**config.mk**
```make
export PLATFORM = sky130hd
export DESIGN_NAME = switch_debounce_edge_timer_flat
export DESIGN_NICKNAME = d
export VERILOG_FILES = /design/src/hdl/sdet_pkg.sv /design/src/hdl/sdet_ifs.sv /design/src/hdl/sdet_step.sv /design/src/hdl/switch_debounce_edge_timer.sv /design/src/flat_wrapper.sv
export SDC_FILE = /design/constraint.sdc
export NUM_CORES = 1
export LEC_CHECK = 0
export BUFFER_PORTS_ARGS = -buffer_cell sky130_fd_sc_hd__buf_2
export CAP_MARGIN = 20
export CORE_MARGIN = 2
export CORE_UTILIZATION = 65
export CTS_CLUSTER_SIZE = 16
export DETAILED_ROUTE_END_ITERATION = 10
export PLACE_DENSITY = 0.84
export SLEW_MARGIN = 40
export SYNTH_ARGS = -nofsm -noshare
export SYNTH_HDL_FRONTEND = slang
export SYNTH_SLANG_ARGS = --single-unit
```
**constraint.sdc**
```tcl
create_clock -name i_clk -period 6.75 [get_ports i_clk]
set_input_delay 0.675 -clock i_clk [delete_from_list [all_inputs] [get_ports i_clk]]
set_output_delay 0.675 -clock i_clk [all_outputs]
set_load 0.1 [all_outputs]
```
**src/hdl/sdet_pkg.sv**
```systemverilog
package sdet_pkg;

    localparam int TimeW   = 32;   // internal time and duration arithmetic width
    localparam int NowW    = 32;   // width of the time field on the input channel
    localparam int DurW    = 32;   // width of the reported durations
    localparam int MinW    = 16;   // width of the minimum hold registers
    localparam int CfgIdxW = 8;
    localparam int CmpW    = (TimeW > MinW) ? TimeW : MinW;

    localparam logic [MinW-1:0] MinPressRst   = 16'd50;
    localparam logic [MinW-1:0] MinReleaseRst = 16'd50;

    typedef logic [TimeW-1:0]   t_time;
    typedef logic [NowW-1:0]    t_now;
    typedef logic [DurW-1:0]    t_dur;
    typedef logic [MinW-1:0]    t_min;
    typedef logic [CmpW-1:0]    t_cmp;
    typedef logic [CfgIdxW-1:0] t_cfg_idx;

    typedef enum logic [CfgIdxW-1:0] {
        REG_MIN_PRESS   = 8'd0,
        REG_MIN_RELEASE = 8'd1
    } t_cfg_reg;

    typedef enum logic [3:0] {
        PH_RELEASED     = 4'b0001,
        PH_PEND_PRESS   = 4'b0010,
        PH_PRESSED      = 4'b0100,
        PH_PEND_RELEASE = 4'b1000
    } t_phase;

    typedef struct packed {
        t_phase phase;
        t_time  press_start;
        t_time  release_start;
        t_time  pressed_ms;
        t_time  released_ms;
        logic   debounced;
        logic   press_pulse;
        logic   release_pulse;
    } t_state;

endpackage

```
**src/hdl/sdet_ifs.sv**
```systemverilog
interface sdet_in_if;
    logic              valid;
    logic              ready;
    logic              level_high;
    sdet_pkg::t_now    now_ms;

    modport source (output valid, output level_high, output now_ms, input ready);
    modport sink   (input valid, input level_high, input now_ms, output ready);
endinterface

interface sdet_out_if;
    logic              valid;
    logic              ready;
    logic              is_pressed;
    logic              press_event;
    logic              release_event;
    sdet_pkg::t_dur    pressed_duration;
    sdet_pkg::t_dur    released_duration;

    modport source (output valid, output is_pressed, output press_event,
                    output release_event, output pressed_duration,
                    output released_duration, input ready);
    modport sink   (input valid, input is_pressed, input press_event,
                    input release_event, input pressed_duration,
                    input released_duration, output ready);
endinterface

interface sdet_cfg_if;
    logic                 valid;
    logic                 ready;
    sdet_pkg::t_cfg_idx   index;
    sdet_pkg::t_min       wdata;

    modport source (output valid, output index, output wdata, input ready);
    modport sink   (input valid, input index, input wdata, output ready);
endinterface

```
**src/hdl/sdet_step.sv**
```systemverilog
module sdet_step (
    input  sdet_pkg::t_state i_state,
    input  logic             i_level_high,
    input  sdet_pkg::t_time  i_now,
    input  sdet_pkg::t_min   i_min_press,
    input  sdet_pkg::t_min   i_min_release,
    output sdet_pkg::t_state o_state
);

    sdet_pkg::t_time el_press;
    sdet_pkg::t_time el_release;
    logic            press_held;
    logic            release_held;

    // wrap-around differences, modulo 2^TimeW
    assign el_press     = i_now - i_state.press_start;
    assign el_release   = i_now - i_state.release_start;
    assign press_held   = sdet_pkg::t_cmp'(el_press) > sdet_pkg::t_cmp'(i_min_press);
    assign release_held = sdet_pkg::t_cmp'(el_release) > sdet_pkg::t_cmp'(i_min_release);

    always_comb begin
        o_state = i_state;
        unique case (i_state.phase)
            sdet_pkg::PH_RELEASED: begin
                o_state.release_pulse = 1'b0;
                if (!i_level_high) begin
                    o_state.phase       = sdet_pkg::PH_PEND_PRESS;
                    o_state.press_start = i_now;
                end else begin
                    o_state.released_ms = el_release;
                end
            end
            sdet_pkg::PH_PEND_PRESS: begin
                if (i_level_high) begin
                    o_state.phase = sdet_pkg::PH_RELEASED;
                end else if (press_held) begin
                    o_state.phase       = sdet_pkg::PH_PRESSED;
                    o_state.debounced   = 1'b1;
                    o_state.press_pulse = 1'b1;
                    o_state.released_ms = el_release;
                end
            end
            sdet_pkg::PH_PRESSED: begin
                o_state.press_pulse = 1'b0;
                if (i_level_high) begin
                    o_state.phase         = sdet_pkg::PH_PEND_RELEASE;
                    o_state.release_start = i_now;
                end else begin
                    o_state.pressed_ms = el_press;
                end
            end
            sdet_pkg::PH_PEND_RELEASE: begin
                if (!i_level_high) begin
                    o_state.phase = sdet_pkg::PH_PRESSED;
                end else if (release_held) begin
                    o_state.phase         = sdet_pkg::PH_RELEASED;
                    o_state.pressed_ms    = el_press;
                    o_state.debounced     = 1'b0;
                    o_state.release_pulse = 1'b1;
                end
            end
            default: begin
                o_state = i_state;
            end
        endcase
    end

endmodule

```
**src/hdl/switch_debounce_edge_timer.sv**
```systemverilog
// Switch debouncer with press and release duration tracking.
//
// i_in  : one transaction per pin sample: level_high (0 = pressed) and now_ms,
//         a free-running millisecond count that wraps modulo 2^32.
// o_out : one transaction per input transaction, in order: debounced state,
//         one-transaction press/release pulses and the current or last press
//         and release durations in milliseconds.
// i_cfg : register writes, index 0 = min_press_ms, 1 = min_release_ms; other
//         indexes are dropped. Always ready. Write only while idle.
//
// o_out.valid rises once an accepted sample has passed from the input register
// into the output register. Throughput is one transaction per cycle while o_out
// is not stalled: the sample sits in an input register, and one step of the
// debounce state machine (two subtractions and two compares) runs between it
// and the output register. When o_out is stalled the output register holds,
// the input register fills behind it, and i_in.ready drops until o_out drains.
// Reset returns the machine to confirmed released with all times and
// durations zero and both minimums at 50 ms; no clearing pass is needed.
module switch_debounce_edge_timer (
    input  logic        i_clk,
    input  logic        i_rst_n,
    sdet_in_if.sink     i_in,
    sdet_out_if.source  o_out,
    sdet_cfg_if.sink    i_cfg
);

    logic             r_in_valid;
    logic             r_level;
    sdet_pkg::t_time  r_now;
    sdet_pkg::t_state r_st;
    sdet_pkg::t_state n_st;
    logic             r_out_valid;
    logic             r_is_pressed;
    logic             r_press_event;
    logic             r_release_event;
    sdet_pkg::t_dur   r_pressed_dur;
    sdet_pkg::t_dur   r_released_dur;
    sdet_pkg::t_min   r_min_press;
    sdet_pkg::t_min   r_min_release;
    logic             advance;

    assign advance     = r_in_valid && (!r_out_valid || o_out.ready);
    assign i_in.ready  = !r_in_valid || advance;
    assign i_cfg.ready = 1'b1;

    always_ff @(posedge i_clk) begin
        if (!i_rst_n) begin
            r_min_press   <= sdet_pkg::MinPressRst;
            r_min_release <= sdet_pkg::MinReleaseRst;
        end else if (i_cfg.valid) begin
            if (i_cfg.index == sdet_pkg::REG_MIN_PRESS) begin
                r_min_press <= i_cfg.wdata;
            end
            if (i_cfg.index == sdet_pkg::REG_MIN_RELEASE) begin
                r_min_release <= i_cfg.wdata;
            end
        end
    end

    always_ff @(posedge i_clk) begin
        if (!i_rst_n) begin
            r_in_valid <= 1'b0;
        end else if (i_in.ready) begin
            r_in_valid <= i_in.valid;
        end
    end

    always_ff @(posedge i_clk) begin
        if (i_in.valid && i_in.ready) begin
            r_level <= i_in.level_high;
            r_now   <= sdet_pkg::t_time'(i_in.now_ms);
        end
    end

    sdet_step u_step (
        .i_state       (r_st),
        .i_level_high  (r_level),
        .i_now         (r_now),
        .i_min_press   (r_min_press),
        .i_min_release (r_min_release),
        .o_state       (n_st)
    );

    always_ff @(posedge i_clk) begin
        if (!i_rst_n) begin
            r_st.phase         <= sdet_pkg::PH_RELEASED;
            r_st.press_start   <= '0;
            r_st.release_start <= '0;
            r_st.pressed_ms    <= '0;
            r_st.released_ms   <= '0;
            r_st.debounced     <= 1'b0;
            r_st.press_pulse   <= 1'b0;
            r_st.release_pulse <= 1'b0;
        end else if (advance) begin
            r_st <= n_st;
        end
    end

    always_ff @(posedge i_clk) begin
        if (!i_rst_n) begin
            r_out_valid <= 1'b0;
        end else if (advance) begin
            r_out_valid <= 1'b1;
        end else if (o_out.ready) begin
            r_out_valid <= 1'b0;
        end
    end

    always_ff @(posedge i_clk) begin
        if (advance) begin
            r_is_pressed    <= n_st.debounced;
            r_press_event   <= n_st.press_pulse;
            r_release_event <= n_st.release_pulse;
            r_pressed_dur   <= sdet_pkg::t_dur'(n_st.pressed_ms);
            r_released_dur  <= sdet_pkg::t_dur'(n_st.released_ms);
        end
    end

    assign o_out.valid             = r_out_valid;
    assign o_out.is_pressed        = r_is_pressed;
    assign o_out.press_event       = r_press_event;
    assign o_out.release_event     = r_release_event;
    assign o_out.pressed_duration  = r_pressed_dur;
    assign o_out.released_duration = r_released_dur;

    // debounced level is tied to which half of the machine is active
    a_debounced_phase: assert property (@(posedge i_clk) disable iff (!i_rst_n)
        r_st.debounced == ((r_st.phase == sdet_pkg::PH_PRESSED) ||
                           (r_st.phase == sdet_pkg::PH_PEND_RELEASE)))
        else $error("debounced flag disagrees with phase");

    a_press_event_state: assert property (@(posedge i_clk) disable iff (!i_rst_n)
        (o_out.valid && o_out.press_event) |-> o_out.is_pressed)
        else $error("press event without pressed state");

    a_release_event_state: assert property (@(posedge i_clk) disable iff (!i_rst_n)
        (o_out.valid && o_out.release_event) |-> !o_out.is_pressed)
        else $error("release event while pressed");

    a_events_exclusive: assert property (@(posedge i_clk) disable iff (!i_rst_n)
        o_out.valid |-> !(o_out.press_event && o_out.release_event))
        else $error("press and release events together");

endmodule
```
**src/flat_wrapper.sv**
```systemverilog
// flat-port wrapper written by rule: the top's interface ports become plain ports
module switch_debounce_edge_timer_flat 
  (i_clk, i_rst_n, i_in_valid, i_in_level_high, i_in_now_ms, i_in_ready, o_out_valid, o_out_is_pressed, o_out_press_event, o_out_release_event, o_out_pressed_duration, o_out_released_duration, o_out_ready, i_cfg_valid, i_cfg_index, i_cfg_wdata, i_cfg_ready);
  sdet_in_if i_in_i ();
  sdet_out_if o_out_i ();
  sdet_cfg_if i_cfg_i ();
  input  logic i_clk;
  input  logic i_rst_n;
  input wire logic [$bits(i_in_i.valid)-1:0] i_in_valid;
  input wire logic [$bits(i_in_i.level_high)-1:0] i_in_level_high;
  input wire logic [$bits(i_in_i.now_ms)-1:0] i_in_now_ms;
  output wire logic [$bits(i_in_i.ready)-1:0] i_in_ready;
  output wire logic [$bits(o_out_i.valid)-1:0] o_out_valid;
  output wire logic [$bits(o_out_i.is_pressed)-1:0] o_out_is_pressed;
  output wire logic [$bits(o_out_i.press_event)-1:0] o_out_press_event;
  output wire logic [$bits(o_out_i.release_event)-1:0] o_out_release_event;
  output wire logic [$bits(o_out_i.pressed_duration)-1:0] o_out_pressed_duration;
  output wire logic [$bits(o_out_i.released_duration)-1:0] o_out_released_duration;
  input wire logic [$bits(o_out_i.ready)-1:0] o_out_ready;
  input wire logic [$bits(i_cfg_i.valid)-1:0] i_cfg_valid;
  input wire logic [$bits(i_cfg_i.index)-1:0] i_cfg_index;
  input wire logic [$bits(i_cfg_i.wdata)-1:0] i_cfg_wdata;
  output wire logic [$bits(i_cfg_i.ready)-1:0] i_cfg_ready;
  assign i_in_i.valid = i_in_valid;
  assign i_in_i.level_high = i_in_level_high;
  assign i_in_i.now_ms = i_in_now_ms;
  assign i_in_ready = i_in_i.ready;
  assign o_out_valid = o_out_i.valid;
  assign o_out_is_pressed = o_out_i.is_pressed;
  assign o_out_press_event = o_out_i.press_event;
  assign o_out_release_event = o_out_i.release_event;
  assign o_out_pressed_duration = o_out_i.pressed_duration;
  assign o_out_released_duration = o_out_i.released_duration;
  assign o_out_i.ready = o_out_ready;
  assign i_cfg_i.valid = i_cfg_valid;
  assign i_cfg_i.index = i_cfg_index;
  assign i_cfg_i.wdata = i_cfg_wdata;
  assign i_cfg_ready = i_cfg_i.ready;
  switch_debounce_edge_timer u_core (.i_clk(i_clk), .i_rst_n(i_rst_n), .i_in(i_in_i), .o_out(o_out_i), .i_cfg(i_cfg_i));
endmodule
```
Word-level counts from Yosys, hierarchy flattened
Index checks and enable logic that the tools add are counted.
Widths: inputs -> output; s select.

word-level totals
  bits in registers = 269
  input port bits = 62
  word-level logic and storage cells = 71

operators by class
  $add $sub $neg = 2
  order comparisons = 2
  equality and inequality tests = 9
  mux-type cells = 24
  bitwise operators = 1
  reduce and logical (&&, ||, !) cells = 14

operators by type and width
  kind                count
  $mux 32             4
  $pmux 32 s2         2
  $mux 34             2
  $gt 32x16->1        2
  $sub 32x32->32      2
  $mux 36             1
  $mux 4              5
  $pmux 4 s4          1
  $eq 8x1->1 const B  1
  $logic_not 8->1     1
  $mux 1              6
  $pmux 1 s2          3
  $reduce_and 3->1    2
  $reduce_and 6->1    1
  $eq 4x1->1 const B  1
  $eq 4x2->1 const B  1
  $eq 4x3->1 const B  1
  $eq 4x4->1 const B  1
  $reduce_and 2->1    2
  $reduce_bool 4->1   1
  $ne 3x2->1 const B  1
  $ne 3x3->1 const B  1
  $logic_and 1x1->1   2
  $logic_not 1->1     2
  5 further kinds     6

Longest topological paths before layout
  depth in word-level cells = 5
  mapped depth = 24
  gate-level depth less buffers = 21

Cells and area by module
From an unflattened synthesis, not the netlist that was laid out.

second synthesis, totals
  cell total of the unflattened synthesis = 1796
  area total of the unflattened synthesis = 15872.7 um^2

modules (own cells, without submodules)
  module                      times used  cells an instance  area an instance (um^2)
  switch_debounce_edge_timer  1           855                9394.0
  sdet_step                   1           941                6478.7

Worst setup path after synthesis
OpenSTA, ideal clock, no wires.

  path kind = register to register
  from = reg u_core.r_out_valid (netlist: u_core.o_out.valid)
  to = reg u_core.r_st[2] in the netlist's numbering
  data arrival time = 4.400 ns
  data required time = 6.663 ns
  setup slack = 2.264 ns
  cell stages (with the launch flop) = 9
  clock period less this slack = 4.486 ns
  path through = dfxtp_1 -> nor2b_1 -> nand2b_1 -> clkbuf_1 -> inv_1 -> clkbuf_1 -> clkbuf_1 -> o311ai_0 -> o22ai_1

on the way
  word-level cells in the longest chain between the ends = 3

ends and longest elaborated chain
  element                   RTL line                           source
  start: declaration        switch_debounce_edge_timer.sv:32   logic r_out_valid;
  start signal: assignment  switch_debounce_edge_timer.sv:101  r_out_valid <= 1'b0;
  start signal: assignment  switch_debounce_edge_timer.sv:103  r_out_valid <= 1'b1;
  start signal: assignment  switch_debounce_edge_timer.sv:105  r_out_valid <= 1'b0;
  $logic_not 1->1           switch_debounce_edge_timer.sv:42   assign advance = r_in_valid && (!r_out_valid || o_out.ready);
  $logic_or 1x1->1          switch_debounce_edge_timer.sv:42
  $logic_and 1x1->1         switch_debounce_edge_timer.sv:42
  named net u_core.advance  switch_debounce_edge_timer.sv:40   logic advance;
  end signal: assignment    switch_debounce_edge_timer.sv:95   r_st <= n_st;
  end: declaration          switch_debounce_edge_timer.sv:30   sdet_pkg::t_state r_st;

The timed path passes the listed nets, and every way through them passes these cells.
A chain may end at the register's enable or synchronous reset.

Worst setup path after layout
  from = reg u_core.r_now[10]
  to = reg u_core.r_st[51] in the netlist's numbering

on the way
  word-level cells in the longest chain between the ends = 5

ends and longest elaborated chain
  element                   RTL line                          source
  start: declaration        switch_debounce_edge_timer.sv:29  sdet_pkg::t_time r_now;
  start signal: assignment  switch_debounce_edge_timer.sv:71  r_now <= sdet_pkg::t_time'(i_in.now_ms);
  $sub 32x32->32            sdet_step.sv:17                   assign el_release = i_now - i_state.release_start;
  $gt 32x16->1              sdet_step.sv:19                   assign release_held = sdet_pkg::t_cmp'(el_release) > sdet_pkg::t_cmp'(i_min_release);
  $mux 32                   sdet_step.sv:55                   end else if (release_held) begin
  $mux 32                   sdet_step.sv:53                   if (!i_level_high) begin
  $pmux 32 s2 *             sdet_step.sv:23                   unique case (i_state.phase)

Mark *: on every way between the ends. The rest lies on a longest branch, timed or not.

==> impl_metrics.env <==
export IMPL_status="complete, no violations"
export IMPL_reg2reg_slack_ns=0.96
export IMPL_cts_sinks=269
export IMPL_cap_violations=0
export IMPL_dp_final_hpwl_mm=30.4
export IMPL_worst_hold_slack_ns=0.283
export IMPL_critPathArrivalTime_ns=6.29
export IMPL_cts_resized_gates=0
export IMPL_ys_top_cells_by_area="dfxtp_1, edfxtp_1, ha_1, a21oi_1, nand2_1"
export IMPL_slew_headroom_pct=38.7
export IMPL_syn_area_mm2=0.0154
export IMPL_grt_pass1_wl_mm=64.7
export IMPL_avgViaCountPerCell=6.26
export IMPL_switchingPower_mw=1.26
export IMPL_vias=13400
export IMPL_utilization_pct=73.4
export IMPL_cts_setup_buffers=0
export IMPL_first_pass_iters=5
export IMPL_syn_to_final_growth_pct=11.3
export IMPL_ys_seq_area_share_pct=41.3
export IMPL_wirelength_mm=41.8
export IMPL_ctsHoldBuffers=0
export IMPL_antenna_cells=0
export IMPL_synth_adder_area_share_pct=7.87
export IMPL_core_mm2=0.0234
export IMPL_pin_count=132
export IMPL_netlist_cell_type_count=84
export IMPL_cp_end_kind="flip-flop"
export IMPL_yosys_area_share_xor_xnor_pct=2.27
export IMPL_required_ns=7.25
export IMPL_post_route_min_period_ns=5.79
export IMPL_row_count=56
export IMPL_die_w_um=158
export IMPL_track_usage_pct=32.6
export IMPL_port_buffers=130
export IMPL_fin_crit_sh_pct=85.7
export IMPL_synth_mux_area_share_pct=7.02
export IMPL_rsz0062_at_grt="no"
export IMPL_path_cells="ha_1 > a21oi_1 > o21ai_0 > a31oi_1 > nand2_1 > a21o_1 > a21oi_1 > xnor2_1 > ha_1 > nand4_1 > nor2_1 > o21ai_0 > a32oi_1 > nor4_1 > nand4b_1 > or4_1 > nand3_1 > buf_4 > a32o_1"
export IMPL_internal_power_mw=2.87
export IMPL_worst_slew_pin_slew_ns=0.912
export IMPL_drive_gt1_share_pct=14.9
export IMPL_synthSimpleGateAreaFrac_pct=16.6
export IMPL_async_flop_share_pct=0
export IMPL_cp_start_kind="flip-flop"
export IMPL_gp_congestion=0.988
export IMPL_grt_max_degree=97
export IMPL_drc=0
export IMPL_clkPwrFrac_pct=37.9
export IMPL_critPathTopFamily="simple AND/OR/NAND/NOR gates"
export IMPL_antenna_left=0
export IMPL_root_buffer="clkbuf_16"
export IMPL_grt_pass1_vias=12300
export IMPL_overflow=0
export IMPL_setup_viol=0
export IMPL_numCtsBuffers=29
export IMPL_critical_path_max_stage_delay_ns=0.70
export IMPL_start_util_pct=66.0
export IMPL_yosys_area_top_type_share_pct=21.9
export IMPL_p_leak_nw=6.64
export IMPL_clk_latency_ns=0.57
export IMPL_power_density_mw_per_mm2=241
export IMPL_synth_compound_area_share_pct=19.4
export IMPL_hold_violations=0
export IMPL_peakVddDrop_v=0.000245
export IMPL_p_sw_share_pct=30.5
export IMPL_crit_buf_inv=1
export IMPL_slew_viol_final=0
export IMPL_timing_setup_tns_ns=0
export IMPL_synth_area_per_cell_um2=9.00
export IMPL_yosysTopAreaCell="dfxtp_1"
export IMPL_ys_warn_count=0
export IMPL_cts_tree="done"
export IMPL_path_max_fanout=16
export IMPL_syn_inst=1717
export IMPL_critPathKind="flip-flop to flip-flop"
export IMPL_synth_nets=1875
export IMPL_max_freq_mhz=173
export IMPL_clockBufferDepth=3
export IMPL_seqPwrFrac_pct=42.9
export IMPL_skew_ns=0.00859
export IMPL_grt_antenna_before_repair=0
export IMPL_nets=1959
export IMPL_synth_flop_cell="dfxtp_1"
export IMPL_hold_class="primary input to flip-flop"
export IMPL_synth_edf_count=100
export IMPL_die_h_um=158
export IMPL_dieArea_mm2=0.0250
export IMPL_clk_transition_reported_paths_ns=0.06
export IMPL_worst_path_max_delay_cell="or4_1"
export IMPL_routedWlPerCell_um=19.5
export IMPL_first_iter_violations=1449
export IMPL_synth_top_family_by_area="compound AO/OA/AOI/OAI gates"
export IMPL_pwr_share_comb_pct=19.2
export IMPL_htree_num_levels=1
export IMPL_synth_seq_cells=269
[kinds of logic (layout without fill, tap and decap cells)]
kind of cell    after synthesis  after routing
simple gates                546            546
xor+xnor                     40             40
other cells                   1              1
buf+inv                     207            314
mux                          93             93
fa+ha+maj                    96             96
compound gates              465            465
flops                       269            269
[cells in the final DEF, fill, tap and decap left out, types with 14 or more instances in the layout]
cell	instances
edfxtp_1	100
xor2_1	14
a21o_1	29
o21a_1	20
nand4_1	14
mux2i_1	37
nor2_1	92
clkbuf_16	29
mux2_4	22
and2_1	15
a211oi_1	17
buf_2	130
nor3_1	32
a32o_1	28
xnor2_1	26
inv_1	115
o21ai_0	71
nand2_1	231
a21oi_1	194
mux2_2	34
dfxtp_1	169
and3_1	32
nand3_1	56
ha_1	94
[cells in the mapped netlist (all sizes together) (6+ instances only)]
cell type  count
and4           6
o21bai         7
nor3          34
a311oi         7
dfxtp        169
xor2          14
or3            7
ha            94
clkbuf        67
nand3         57
nand4         14
nor4           8
xnor2         26
nand2b         8
o21ai         75
nor2          92
o21a          20
a21oi        196
a31oi          8
and3          32
a21o          29
and2          17
mux2          56
inv          117
o211a          6
nor2b         14
o211ai        13
mux2i         37
buf           23
a211oi        17
a32o          28
edfxtp       100
nand2        232
[power groups by stage]
stage / sequential (mW) / combinational (mW) / clock [mW]
final: 1.77 / 0.795 / 1.57
after detailed placement: 1.81 / 0.773 / 0
after CTS: 1.77 / 0.779 / 1.58
after global placement: 1.81 / 0.760 / 0
after floorplan: 1.95 / 0.433 / 0
after global routing: 1.78 / 0.852 / 1.63
[layout make-up]
cell class	instances	area, µm²
Clock buffer	38	779
Clock inverter	16	158
Fill cell	1776	6220
Inverter	117	442
Multi-Input combinational cell	1241	8250
Sequential cell	269	6390
Tap cell	319	399
Timing Repair Buffer	143	764
[worst register-to-register path, delay by kind of cell, from the launching register on]
| kind | cells | cell delay, ns |
|---|---|---|
| simple gates | 7 | 2.11 |
| flops | 1 | 0.48 |
| fa+ha+maj | 2 | 0.79 |
| xor+xnor | 1 | 0.29 |
| compound gates | 8 | 1.70 |
| buf+inv | 1 | 0.36 |
[final timing paths]
path         cells past startpoint                to              from
max                             19   u_core.r_st[51]  u_core.r_now[10]
min reg2reg                      2  u_core.r_st[114]  u_core.r_st[114]
max reg2reg                     19   u_core.r_st[51]  u_core.r_now[10]
min                              1  u_core.r_now[22]   i_in_now_ms[22]
[state kept, by name, indices dropped and copies added (netlist names)]
name	cells
u_core.o_out.is_pressed	1
u_core.o_out.release_event	1
u_core.o_out.released_duration	32
u_core.r_min_release	16
u_core.r_level	1
u_core.o_out.pressed_duration	32
u_core.r_st	135
u_core.r_in_valid	1
u_core.r_min_press	16
u_core.o_out.press_event	1
u_core.o_out.valid	1
u_core.r_now	32
[stage by stage]
step | instances | worst slack (ns) | cell area, µm² | total power, mW
global route | 2143 | 0.653 | 17200 | 4.26
detailed placement | 2088 | 1.16 | 16200 | 2.58
floorplan | 1717 | 2.26 | 15400 | 2.38
global placement | 2088 | 1.44 | 16200 | 2.56
finish | 2143 | 0.962 | 17200 | 4.14
CTS | 2142 | 1.12 | 17200 | 4.13
[metal layers]
| layer | wire [µm] | vias to the layer above | track usage [%] |
|---|---|---|---|
| li1 | - | 6376 | - |
| met1 | 17800 | 6394 | 44.6 |
| met2 | 19600 | 564 | 54.2 |
| met3 | 3090 | 80 | 4.02 |
| met4 | 1310 | 0 | 10.3 |
| met5 | 0 | - | 0 |
Note: power is estimated with default switching activity, not from simulation.
